`src/hw/rtl/flite_pkg.sv`:
```
// ----------------------------------------------------------------------------
// flite_pkg
// Shared constants, widths and types for the flux interval tick encoder.
// ----------------------------------------------------------------------------
package flite_pkg;

  // Field widths
  localparam int IN_W    = 24;
  localparam int SCALE_W = 8;
  localparam int WORD_W  = 16;

  // Timing constants
  localparam int TICK_PERIOD_NS = 25;
  localparam int HALF_TICK   = TICK_PERIOD_NS / 2;
  localparam int MAX_WORDS   = 21;
  localparam int SCALE_MAX   = 200;
  localparam int SCALE_RESET = 100;
  localparam int PERCENT     = 100;
  localparam longint WORD_SPAN = 64'h10000;

  // Rounded tick count: (ns + half) / TICK_PERIOD_NS
  localparam int X_W = IN_W + 1;
  localparam longint MAX_TICKS = ((longint'(1) << IN_W) - 1 + HALF_TICK) / TICK_PERIOD_NS;
  localparam int TICK_W = $clog2(MAX_TICKS + 1);

  // Reciprocal for the divide by TICK_PERIOD_NS (estimate low by at most one)
  localparam longint RECIP_A = (longint'(1) << X_W) / TICK_PERIOD_NS;
  localparam int RA_W = $clog2(RECIP_A + 1);
  localparam int PA_W = X_W + RA_W;

  // Scaled product and reciprocal for the divide by PERCENT
  localparam int PROD_W = TICK_W + SCALE_W;
  localparam longint RECIP_B = (longint'(1) << PROD_W) / PERCENT;
  localparam int RB_W = $clog2(RECIP_B + 1);
  localparam int PB_W = PROD_W + RB_W;
  localparam longint SCALED_MAX = MAX_TICKS * SCALE_MAX / PERCENT;
  localparam int SCALED_W = $clog2(SCALED_MAX + 2);

  // Saturation of the word run
  localparam longint CAP = (MAX_WORDS - 1) * WORD_SPAN + WORD_SPAN - 1;
  localparam int CNT_W  = $clog2(CAP + 1);
  localparam int SPAN_W = CNT_W - WORD_W;
  localparam int T_W    = (SCALED_W > CNT_W) ? SCALED_W : CNT_W;

  // Queue between front and back
  localparam int FIFO_DEPTH = 4;
  localparam int FIFO_AW    = $clog2(FIFO_DEPTH);
  localparam int FIFO_CW    = $clog2(FIFO_DEPTH + 1);

  typedef struct packed {
    logic full;
    logic empty;
  } fifo_stat_t;

  typedef enum logic {
    BK_IDLE,
    BK_EMIT
  } back_state_t;

endpackage

```
`src/hw/rtl/flite_if.sv`:
```
// ----------------------------------------------------------------------------
// flite_if
// Valid/ready channels: interval input, word output and scale write port.
// ----------------------------------------------------------------------------
interface flite_in_if;
  logic                           valid;
  logic                           ready;
  logic [flite_pkg::IN_W-1:0]     interval_ns;

  modport source (output valid, output interval_ns, input ready);
  modport sink   (input valid, input interval_ns, output ready);
endinterface

interface flite_out_if;
  logic                           valid;
  logic                           ready;
  logic [flite_pkg::WORD_W-1:0]   flux_word;
  logic                           last_word;

  modport source (output valid, output flux_word, output last_word, input ready);
  modport sink   (input valid, input flux_word, input last_word, output ready);
endinterface

interface flite_cfg_if;
  logic                           valid;
  logic                           ready;
  logic [flite_pkg::SCALE_W-1:0]  scale_percent;

  modport source (output valid, output scale_percent, input ready);
  modport sink   (input valid, input scale_percent, output ready);
endinterface

```
`src/hw/rtl/flite_front.sv`:
```
// ----------------------------------------------------------------------------
// flite_front
// Accepts intervals, converts to rounded ticks, scales, forces odd, clamps.
// Five-stage pipeline with per-stage stall; divides use reciprocal multiply.
// ----------------------------------------------------------------------------
module flite_front (
  input  logic                          clk,
  input  logic                          rst_n,
  flite_in_if.sink                      in_if,
  flite_cfg_if.sink                     cfg_if,
  input  flite_pkg::fifo_stat_t         q_stat,
  output logic                          push,
  output logic [flite_pkg::CNT_W-1:0]   push_data
);

  // scale register
  logic [flite_pkg::SCALE_W-1:0] scale_r;

  // pipeline registers
  logic                           v1_r, v2_r, v3_r, v4_r, v5_r;
  logic [flite_pkg::X_W-1:0]      x1_r, x2_r;
  logic [flite_pkg::SCALE_W-1:0]  sc1_r, sc2_r, sc3_r;
  logic [flite_pkg::TICK_W-1:0]   qe_r, q3_r;
  logic [flite_pkg::PROD_W-1:0]   m4_r, m5_r;
  logic [flite_pkg::SCALED_W-1:0] qe2_r;

  logic rdy1, rdy2, rdy3, rdy4, rdy5;

  logic [flite_pkg::SCALE_W-1:0]  sc_sat;
  logic [flite_pkg::PA_W-1:0]     prod_a;
  logic [flite_pkg::X_W-1:0]      rem_a;
  logic [flite_pkg::TICK_W-1:0]   q_fix;
  logic [flite_pkg::PROD_W-1:0]   m_prod;
  logic [flite_pkg::PB_W-1:0]     prod_b;
  logic [flite_pkg::PROD_W-1:0]   rem_b;
  logic [flite_pkg::SCALED_W-1:0] q2_fix;
  logic [flite_pkg::T_W-1:0]      odd_t;
  logic [flite_pkg::T_W-1:0]      clamp_t;

  // config write, always accepted
  assign cfg_if.ready = 1'b1;

  always_ff @(posedge clk) begin
    if (!rst_n) begin
      scale_r <= flite_pkg::SCALE_W'(flite_pkg::SCALE_RESET);
    end else if (cfg_if.valid) begin
      scale_r <= cfg_if.scale_percent;
    end
  end

  // stall chain: a stage loads when empty or its successor moves
  assign rdy5 = !v5_r || !q_stat.full;
  assign rdy4 = !v4_r || rdy5;
  assign rdy3 = !v3_r || rdy4;
  assign rdy2 = !v2_r || rdy3;
  assign rdy1 = !v1_r || rdy2;
  assign in_if.ready = rdy1;

  // saturate scale at the maximum percentage
  assign sc_sat = (scale_r > flite_pkg::SCALE_W'(flite_pkg::SCALE_MAX)) ?
                  flite_pkg::SCALE_W'(flite_pkg::SCALE_MAX) : scale_r;

  // tick estimate: floor(x * RECIP_A / 2^X_W)
  assign prod_a = flite_pkg::PA_W'(x1_r) * flite_pkg::PA_W'(flite_pkg::RECIP_A);

  // one-step correction of the tick estimate
  assign rem_a = x2_r - flite_pkg::X_W'(flite_pkg::X_W'(qe_r) *
                                         flite_pkg::X_W'(flite_pkg::TICK_PERIOD_NS));
  assign q_fix = (rem_a >= flite_pkg::X_W'(flite_pkg::TICK_PERIOD_NS)) ?
                 qe_r + flite_pkg::TICK_W'(1) : qe_r;

  // scale multiply
  assign m_prod = flite_pkg::PROD_W'(q3_r) * flite_pkg::PROD_W'(sc3_r);

  // percent estimate: floor(m * RECIP_B / 2^PROD_W)
  assign prod_b = flite_pkg::PB_W'(m4_r) * flite_pkg::PB_W'(flite_pkg::RECIP_B);

  // correction, odd force and run clamp
  assign rem_b = m5_r - flite_pkg::PROD_W'(flite_pkg::PROD_W'(qe2_r) *
                                            flite_pkg::PROD_W'(flite_pkg::PERCENT));
  assign q2_fix = (rem_b >= flite_pkg::PROD_W'(flite_pkg::PERCENT)) ?
                  qe2_r + flite_pkg::SCALED_W'(1) : qe2_r;
  assign odd_t   = flite_pkg::T_W'(q2_fix) | flite_pkg::T_W'(1);
  assign clamp_t = (odd_t > flite_pkg::T_W'(flite_pkg::CAP)) ?
                   flite_pkg::T_W'(flite_pkg::CAP) : odd_t;

  assign push      = v5_r && !q_stat.full;
  assign push_data = flite_pkg::CNT_W'(clamp_t);

  // valid bits
  always_ff @(posedge clk) begin
    if (!rst_n) begin
      v1_r <= 1'b0;
      v2_r <= 1'b0;
      v3_r <= 1'b0;
      v4_r <= 1'b0;
      v5_r <= 1'b0;
    end else begin
      if (rdy1) v1_r <= in_if.valid;
      if (rdy2) v2_r <= v1_r;
      if (rdy3) v3_r <= v2_r;
      if (rdy4) v4_r <= v3_r;
      if (rdy5) v5_r <= v4_r;
    end
  end

  // payload
  always_ff @(posedge clk) begin
    if (rdy1) begin
      x1_r  <= flite_pkg::X_W'(in_if.interval_ns) + flite_pkg::X_W'(flite_pkg::HALF_TICK);
      sc1_r <= sc_sat;
    end
    if (rdy2) begin
      qe_r  <= prod_a[flite_pkg::X_W +: flite_pkg::TICK_W];
      x2_r  <= x1_r;
      sc2_r <= sc1_r;
    end
    if (rdy3) begin
      q3_r  <= q_fix;
      sc3_r <= sc2_r;
    end
    if (rdy4) begin
      m4_r <= m_prod;
    end
    if (rdy5) begin
      qe2_r <= prod_b[flite_pkg::PROD_W +: flite_pkg::SCALED_W];
      m5_r  <= m4_r;
    end
  end

endmodule

```
`src/hw/rtl/flite_fifo.sv`:
```
// ----------------------------------------------------------------------------
// flite_fifo
// Small queue of clamped tick counts between the front and back parts.
// ----------------------------------------------------------------------------
module flite_fifo (
  input  logic                          clk,
  input  logic                          rst_n,
  input  logic                          push,
  input  logic [flite_pkg::CNT_W-1:0]   push_data,
  input  logic                          pop,
  output logic [flite_pkg::CNT_W-1:0]   pop_data,
  output flite_pkg::fifo_stat_t         stat
);

  logic [flite_pkg::CNT_W-1:0]   mem_r [flite_pkg::FIFO_DEPTH];
  logic [flite_pkg::FIFO_AW-1:0] wr_ptr_r, rd_ptr_r;
  logic [flite_pkg::FIFO_CW-1:0] count_r;

  assign stat.full  = (count_r == flite_pkg::FIFO_CW'(flite_pkg::FIFO_DEPTH));
  assign stat.empty = (count_r == '0);
  assign pop_data   = mem_r[rd_ptr_r];

  // storage
  always_ff @(posedge clk) begin
    if (push) begin
      mem_r[wr_ptr_r] <= push_data;
    end
  end

  // pointers and fill count
  always_ff @(posedge clk) begin
    if (!rst_n) begin
      wr_ptr_r <= '0;
      rd_ptr_r <= '0;
      count_r  <= '0;
    end else begin
      if (push) wr_ptr_r <= wr_ptr_r + flite_pkg::FIFO_AW'(1);
      if (pop)  rd_ptr_r <= rd_ptr_r + flite_pkg::FIFO_AW'(1);
      unique case ({push, pop})
        2'b10:   count_r <= count_r + flite_pkg::FIFO_CW'(1);
        2'b01:   count_r <= count_r - flite_pkg::FIFO_CW'(1);
        default: count_r <= count_r;
      endcase
    end
  end

endmodule

```
`src/hw/rtl/flite_back.sv`:
```
// ----------------------------------------------------------------------------
// flite_back
// Expands a clamped tick count into zero overflow words and a final word.
// ----------------------------------------------------------------------------
module flite_back (
  input  logic                          clk,
  input  logic                          rst_n,
  input  flite_pkg::fifo_stat_t         q_stat,
  input  logic [flite_pkg::CNT_W-1:0]   pop_data,
  output logic                          pop,
  flite_out_if.source                   out_if
);

  flite_pkg::back_state_t state_r, state_nxt;

  logic [flite_pkg::SPAN_W-1:0] spans_r, spans_nxt;
  logic [flite_pkg::WORD_W-1:0] low_r, low_nxt;
  logic                         out_valid_r, out_valid_nxt;
  logic [flite_pkg::WORD_W-1:0] word_r, word_nxt;
  logic                         last_r, last_nxt;
  logic                         out_free;

  assign out_free      = !out_valid_r || out_if.ready;
  assign out_if.valid     = out_valid_r;
  assign out_if.flux_word = word_r;
  assign out_if.last_word = last_r;

  // state register
  always_ff @(posedge clk) begin
    if (!rst_n) begin
      state_r     <= flite_pkg::BK_IDLE;
      out_valid_r <= 1'b0;
    end else begin
      state_r     <= state_nxt;
      out_valid_r <= out_valid_nxt;
    end
  end

  always_ff @(posedge clk) begin
    spans_r <= spans_nxt;
    low_r   <= low_nxt;
    word_r  <= word_nxt;
    last_r  <= last_nxt;
  end

  // next state: load a count, then one word per free output slot
  always_comb begin
    state_nxt     = state_r;
    spans_nxt     = spans_r;
    low_nxt       = low_r;
    word_nxt      = word_r;
    last_nxt      = last_r;
    out_valid_nxt = out_valid_r && !out_if.ready;
    pop           = 1'b0;
    unique case (state_r)
      flite_pkg::BK_IDLE: begin
        if (!q_stat.empty) begin
          pop       = 1'b1;
          spans_nxt = pop_data[flite_pkg::CNT_W-1:flite_pkg::WORD_W];
          low_nxt   = pop_data[flite_pkg::WORD_W-1:0];
          state_nxt = flite_pkg::BK_EMIT;
        end
      end
      flite_pkg::BK_EMIT: begin
        if (out_free) begin
          out_valid_nxt = 1'b1;
          if (spans_r != '0) begin
            word_nxt  = '0;
            last_nxt  = 1'b0;
            spans_nxt = spans_r - flite_pkg::SPAN_W'(1);
          end else begin
            word_nxt  = low_r;
            last_nxt  = 1'b1;
            state_nxt = flite_pkg::BK_IDLE;
          end
        end
      end
      default: begin
        state_nxt = flite_pkg::BK_IDLE;
      end
    endcase
  end

endmodule

```
`src/hw/rtl/flux_interval_tick_encoder_top.sv`:
```
// Path: once an interval request is accepted, its first word passes pipeline stages
//   2-5, the queue, the word-expander load and the output register.
// Throughput: the word expander loads one count, then emits one word a cycle while
//   the output register is free; it loads the next count only once the final word is out.
// Reset: synchronous, active low; empties pipeline and queue, scale_percent = 100.
// ----------------------------------------------------------------------------
// flux_interval_tick_encoder_top
// Flux interval to tick-word encoder: arithmetic front, queue, word back end.
// ----------------------------------------------------------------------------
module flux_interval_tick_encoder_top (
  input  logic         clk,
  input  logic         rst_n,
  flite_in_if.sink     in_if,
  flite_cfg_if.sink    cfg_if,
  flite_out_if.source  out_if
);

  flite_pkg::fifo_stat_t         q_stat;
  logic                          push;
  logic [flite_pkg::CNT_W-1:0]   push_data;
  logic                          pop;
  logic [flite_pkg::CNT_W-1:0]   pop_data;

  // tick conversion pipeline
  flite_front u_front (
    .clk       (clk),
    .rst_n     (rst_n),
    .in_if     (in_if),
    .cfg_if    (cfg_if),
    .q_stat    (q_stat),
    .push      (push),
    .push_data (push_data)
  );

  // count queue
  flite_fifo u_fifo (
    .clk       (clk),
    .rst_n     (rst_n),
    .push      (push),
    .push_data (push_data),
    .pop       (pop),
    .pop_data  (pop_data),
    .stat      (q_stat)
  );

  // word expander
  flite_back u_back (
    .clk      (clk),
    .rst_n    (rst_n),
    .q_stat   (q_stat),
    .pop_data (pop_data),
    .pop      (pop),
    .out_if   (out_if)
  );

endmodule

```
`src/flat_wrapper.sv`:
```
// flat-port wrapper written by rule: the top's interface ports become plain ports
module flux_interval_tick_encoder_top_flat 
  (clk, rst_n, in_if_valid, in_if_interval_ns, in_if_ready, cfg_if_valid, cfg_if_scale_percent, cfg_if_ready, out_if_valid, out_if_flux_word, out_if_last_word, out_if_ready);
  flite_in_if in_if_i ();
  flite_cfg_if cfg_if_i ();
  flite_out_if out_if_i ();
  input  logic clk;
  input  logic rst_n;
  input wire logic [$bits(in_if_i.valid)-1:0] in_if_valid;
  input wire logic [$bits(in_if_i.interval_ns)-1:0] in_if_interval_ns;
  output wire logic [$bits(in_if_i.ready)-1:0] in_if_ready;
  input wire logic [$bits(cfg_if_i.valid)-1:0] cfg_if_valid;
  input wire logic [$bits(cfg_if_i.scale_percent)-1:0] cfg_if_scale_percent;
  output wire logic [$bits(cfg_if_i.ready)-1:0] cfg_if_ready;
  output wire logic [$bits(out_if_i.valid)-1:0] out_if_valid;
  output wire logic [$bits(out_if_i.flux_word)-1:0] out_if_flux_word;
  output wire logic [$bits(out_if_i.last_word)-1:0] out_if_last_word;
  input wire logic [$bits(out_if_i.ready)-1:0] out_if_ready;
  assign in_if_i.valid = in_if_valid;
  assign in_if_i.interval_ns = in_if_interval_ns;
  assign in_if_ready = in_if_i.ready;
  assign cfg_if_i.valid = cfg_if_valid;
  assign cfg_if_i.scale_percent = cfg_if_scale_percent;
  assign cfg_if_ready = cfg_if_i.ready;
  assign out_if_valid = out_if_i.valid;
  assign out_if_flux_word = out_if_i.flux_word;
  assign out_if_last_word = out_if_i.last_word;
  assign out_if_i.ready = out_if_ready;
  flux_interval_tick_encoder_top u_core (.clk(clk), .rst_n(rst_n), .in_if(in_if_i), .cfg_if(cfg_if_i), .out_if(out_if_i));
endmodule
```
`config.mk`:
```
export PLATFORM = sky130hd
export DESIGN_NAME = flux_interval_tick_encoder_top_flat
export DESIGN_NICKNAME = d
export VERILOG_FILES = /design/src/hw/rtl/flite_pkg.sv /design/src/hw/rtl/flite_if.sv /design/src/hw/rtl/flite_front.sv /design/src/hw/rtl/flite_fifo.sv /design/src/hw/rtl/flite_back.sv /design/src/hw/rtl/flux_interval_tick_encoder_top.sv /design/src/flat_wrapper.sv
export SDC_FILE = /design/constraint.sdc
export NUM_CORES = 2
export LEC_CHECK = 0
export ABC_AREA = 1
export BUFFER_PORTS_ARGS = -buffer_cell sky130_fd_sc_hd__buf_2
export CAP_MARGIN = 10
export CELL_PAD_IN_SITES_DETAIL_PLACEMENT = 1
export CELL_PAD_IN_SITES_GLOBAL_PLACEMENT = 2
export CORE_ASPECT_RATIO = 1.75
export CORE_MARGIN = 2
export CORE_UTILIZATION = 44
export CTS_BUF_LIST = sky130_fd_sc_hd__clkbuf_4
export CTS_CLUSTER_DIAMETER = 30
export DETAILED_ROUTE_END_ITERATION = 16
export PLACE_DENSITY_LB_ADDON = 0.25
export SYNTH_ARGS = -nofsm -noshare
export SYNTH_HDL_FRONTEND = slang
export SYNTH_SLANG_ARGS = --single-unit
export TNS_END_PERCENT = 20
```
`constraint.sdc`:
```
create_clock -name clk -period 6.3 [get_ports clk]
set_input_delay 0.63 -clock clk [delete_from_list [all_inputs] [get_ports clk]]
set_output_delay 0.63 -clock clk [all_outputs]
set_load 0.02 [all_outputs]
```
==> qor.yml <==
floorplanning:
  row_count: 153
  dieArea_um2: 103000
  io_pins: 57
  initial_core_util: 0.443
  fp.dieW_um: 243
  die_y_um: 423
  core_area_um2: 99400
synthesis:
  async_flop_share: 0
  yosysUniqueCellTypes: 54
  syn_avg_cell_area_um2: 9.47
  yosysWarnings: 0
  synthTopCellsByArea: "fa_1 (26%), ha_1 (22%), edfxtp_1 (21%)"
  synth_cells: 4653
  syn_area_um2: 44100
  yosysTopAreaCell: "fa_1"
  netlist.area_leader.share: 0.258
  ys_seq_elements: 330
  synth_edf_count: 306
  yosysSeqAreaShare: 0.219
  syn_nets: 6017
  synth_flop_cell: "edfxtp_1"
setup_path:
  crit_start: "u_core.u_front.m4_r[13]$_DFFE_PP_"
  r2r_cells: 18
  crit_type: "register to register"
  r2r-end: "u_core.u_front.qe2_r[15]$_DFFE_PP_"
  critPathArrivalTime_ns: 6.88
  crit_required_ns: 6.98
  regToRegSetupSlack_ns: 0.10
  cp_max_fo: 5
  endpoint_kind: "register"
  cp-start-kind: "register"
  r2r_start: "u_core.u_front.m4_r[13]$_DFFE_PP_"
clocking:
  clk_pin_slew_ns: 0.07
  clk-insertion-delay-late_ns: 1.00
  cts_htree_levels: 3
  cts_tree: "built"
  cts_buffer_depth: 3
  cts_inserted_buffers: 89
  cts.sinks: 330
  clockRootBuffer: "clkbuf_4"
place:
  place_inst: 6196
  port-buffer-count: 55
  dp_slack_ns: -0.233
  hpwlAfterDp_um: 119000
  gp_congestion: 0.933
global_routing:
  overflow: 0
  grt_pass1_wl_um: 212000
  track_usage: 0.274
  antenna_found_initial: 3
  grt_max_degree: 49
  grt_pass1_vias: 39100
worst_hold_path:
  whs_endpoint: "u_core.u_front.x1_r[3]$_DFFE_PP_"
  holdPathStages: 4
  hold_start: "in_if_interval_ns[3]"
  hp-class: "primary input to register"
timing:
  fin_ws_ns: 0.101
  max_freq_mhz: 161
  period_minus_slack_ns: 6.20
  finClkSkew_ns: 0.0874
  slew_headroom: 0.267
  post-route-period-util: 0.984
  finalHoldViolations: 0
  whs_ns: 0.132
  setup_tns_ns: 0
  finalSetupViolCount: 0
  finalMaxSlewViolations: 0
  worstMarginPinSlew_ns: 1.10
  grt_setup_unrepaired: "true"
cells_and_area:
  layout_common_cells: "inv_1 (1077), ha_1 (741), nand2_1 (686)"
  final_common_cell: "inv_1"
  area_delta_synth_final_pct: 14.3
  fin_nets: 6443
  drive_above_1_share: 0.125
  finalNonFillerCells: 6462
routing:
  post_drt_wl_per_cell_um: 21.2
  drtPass1Iterations: 6
  wirelength_um: 137000
  viasPerCell: 5.17
  drtIter0Drc: 993
  route.detailed.drc: 0
  ant_nets: 0
  vias: 33400
job:
  maxCapViolations: 0
run_status:
  status: "finished, final reports clean"
==> metal layers <==
metal	global-route usage	up-vias	part of all wire
met5	0	-	0
met4	0.221	0	0.095
met3	0.0299	439	0.021
met2	0.579	609	0.60
met1	0.213	16700	0.29
li1	-	15700	-
==> worst max-delay path, cell delays in order, from the launching register on <==
cell and delay [ns]:
edfxtp_1 0.52, buf_4 0.23, fa_1 0.48, ha_1 0.33
fa_1 0.49, fa_1 0.54, fa_1 0.54, fa_2 0.70
ha_1 0.26, ha_1 0.34, a21oi_1 0.24, o21ai_0 0.19
a21oi_1 0.17, o21ai_0 0.10, nor2_1 0.26, o21ai_2 0.11
buf_4 0.17, a21oi_2 0.13, xnor2_1 0.09
==> worst max path at each step <==
stage	to	slack [ns]
2_1_floorplan	u_core.u_front.qe_r[19]$_DFFE_PP_	0.68
3_3_place_gp	u_core.u_front.qe2_r[4]$_DFFE_PP_	-0.16
3_5_place_dp	u_core.u_fifo.mem_r[2][1]$_DFFE_PP_	-0.23
4_1_cts	u_core.u_fifo.mem_r[1][13]$_DFFE_PP_	0.001
5_1_grt	u_core.u_fifo.mem_r[2][13]$_DFFE_PP_	-0.12
6_report	u_core.u_front.qe2_r[15]$_DFFE_PP_	0.10
==> state kept, by name, indices dropped and copies added, names as in the netlist, 2 cells and up, named ones only <==
register,cells
u_core.u_front.qe2_r,21
u_core.u_fifo.mem_r,80
u_core.u_front.x2_r,25
u_core.u_fifo.rd_ptr_r,2
u_core.u_front.q3_r,20
u_core.u_front.m5_r,26
u_core.u_fifo.wr_ptr_r,2
u_core.u_back.out_if.flux_word,16
u_core.u_front.sc2_r,8
u_core.u_front.qe_r,20
u_core.u_front.x1_r,25
u_core.u_front.scale_r,8
u_core.u_front.m4_r,28
u_core.u_fifo.count_r,3
u_core.u_front.sc3_r,8
u_core.u_back.spans_r,5
u_core.u_front.sc1_r,8
u_core.u_back.low_r,15
==> cells by family (layout without fill, tap and decap cells) <==
logic type               count (synthesis)  count (layout)  synth area share
adder cells (fa/ha/maj)               1327            1327             0.473
multiplexers                             1               1          0.000227
buffers and inverters                 1172            1660             0.101
XOR/XNOR                               183             183            0.0364
AND/OR/NAND/NOR                       1186            1187             0.114
flip-flops                             330             330             0.219
AO/OA/AOI/OAI                          453             453            0.0559
other                                    1               4         0.0000851
==> cell usage after synthesis, drive strengths merged (12+ instances only) <==
| cell type | instances |
|---|---|
| inv | 1094 |
| ha | 760 |
| nand2 | 706 |
| fa | 567 |
| edfxtp | 306 |
| nor2 | 259 |
| a21oi | 200 |
| o21ai | 159 |
| xor2 | 109 |
| nand3 | 102 |
| xnor2 | 74 |
| nand4 | 60 |
| clkbuf | 58 |
| nor3 | 28 |
| dfxtp | 24 |
| a31oi | 23 |
| o22ai | 20 |
| nor4 | 13 |
| buf | 12 |
==> what timing repair did <==
action | CTS | global route
pin swaps | 1 | 33
hold buffers | 52 | 0
setup endpoints to repair | 84 | 99
setup buffers | 9 | 47
gates cloned | 0 | 1
gates resized for setup | 19 | 100
endpoints found under the hold margin | 42 | 0
==> per-stage QoR <==
step | utilization | area, um2
after floorplan | - | 44100
after global placement | 0.479 | 47600
after CTS | 0.498 | 49500
after global routing | 0.507 | 50400
final | 0.507 | 50400
after detailed placement | 0.479 | 47600
==> final cells by class <==
class                   count  area (um2)
fillers                 11400       49000
diodes                      3        7.51
flip-flops and latches    330        9670
well taps                1317        1650
clock inverters            37         350
multi-input cells        3152       30500
inverters                1102        4140
clock buffers             117         878
repair buffers            404        3200
Power is left out: the tool's default activity adds up to more than one toggle a clock period on the data nets, which glitch-free logic cannot reach.
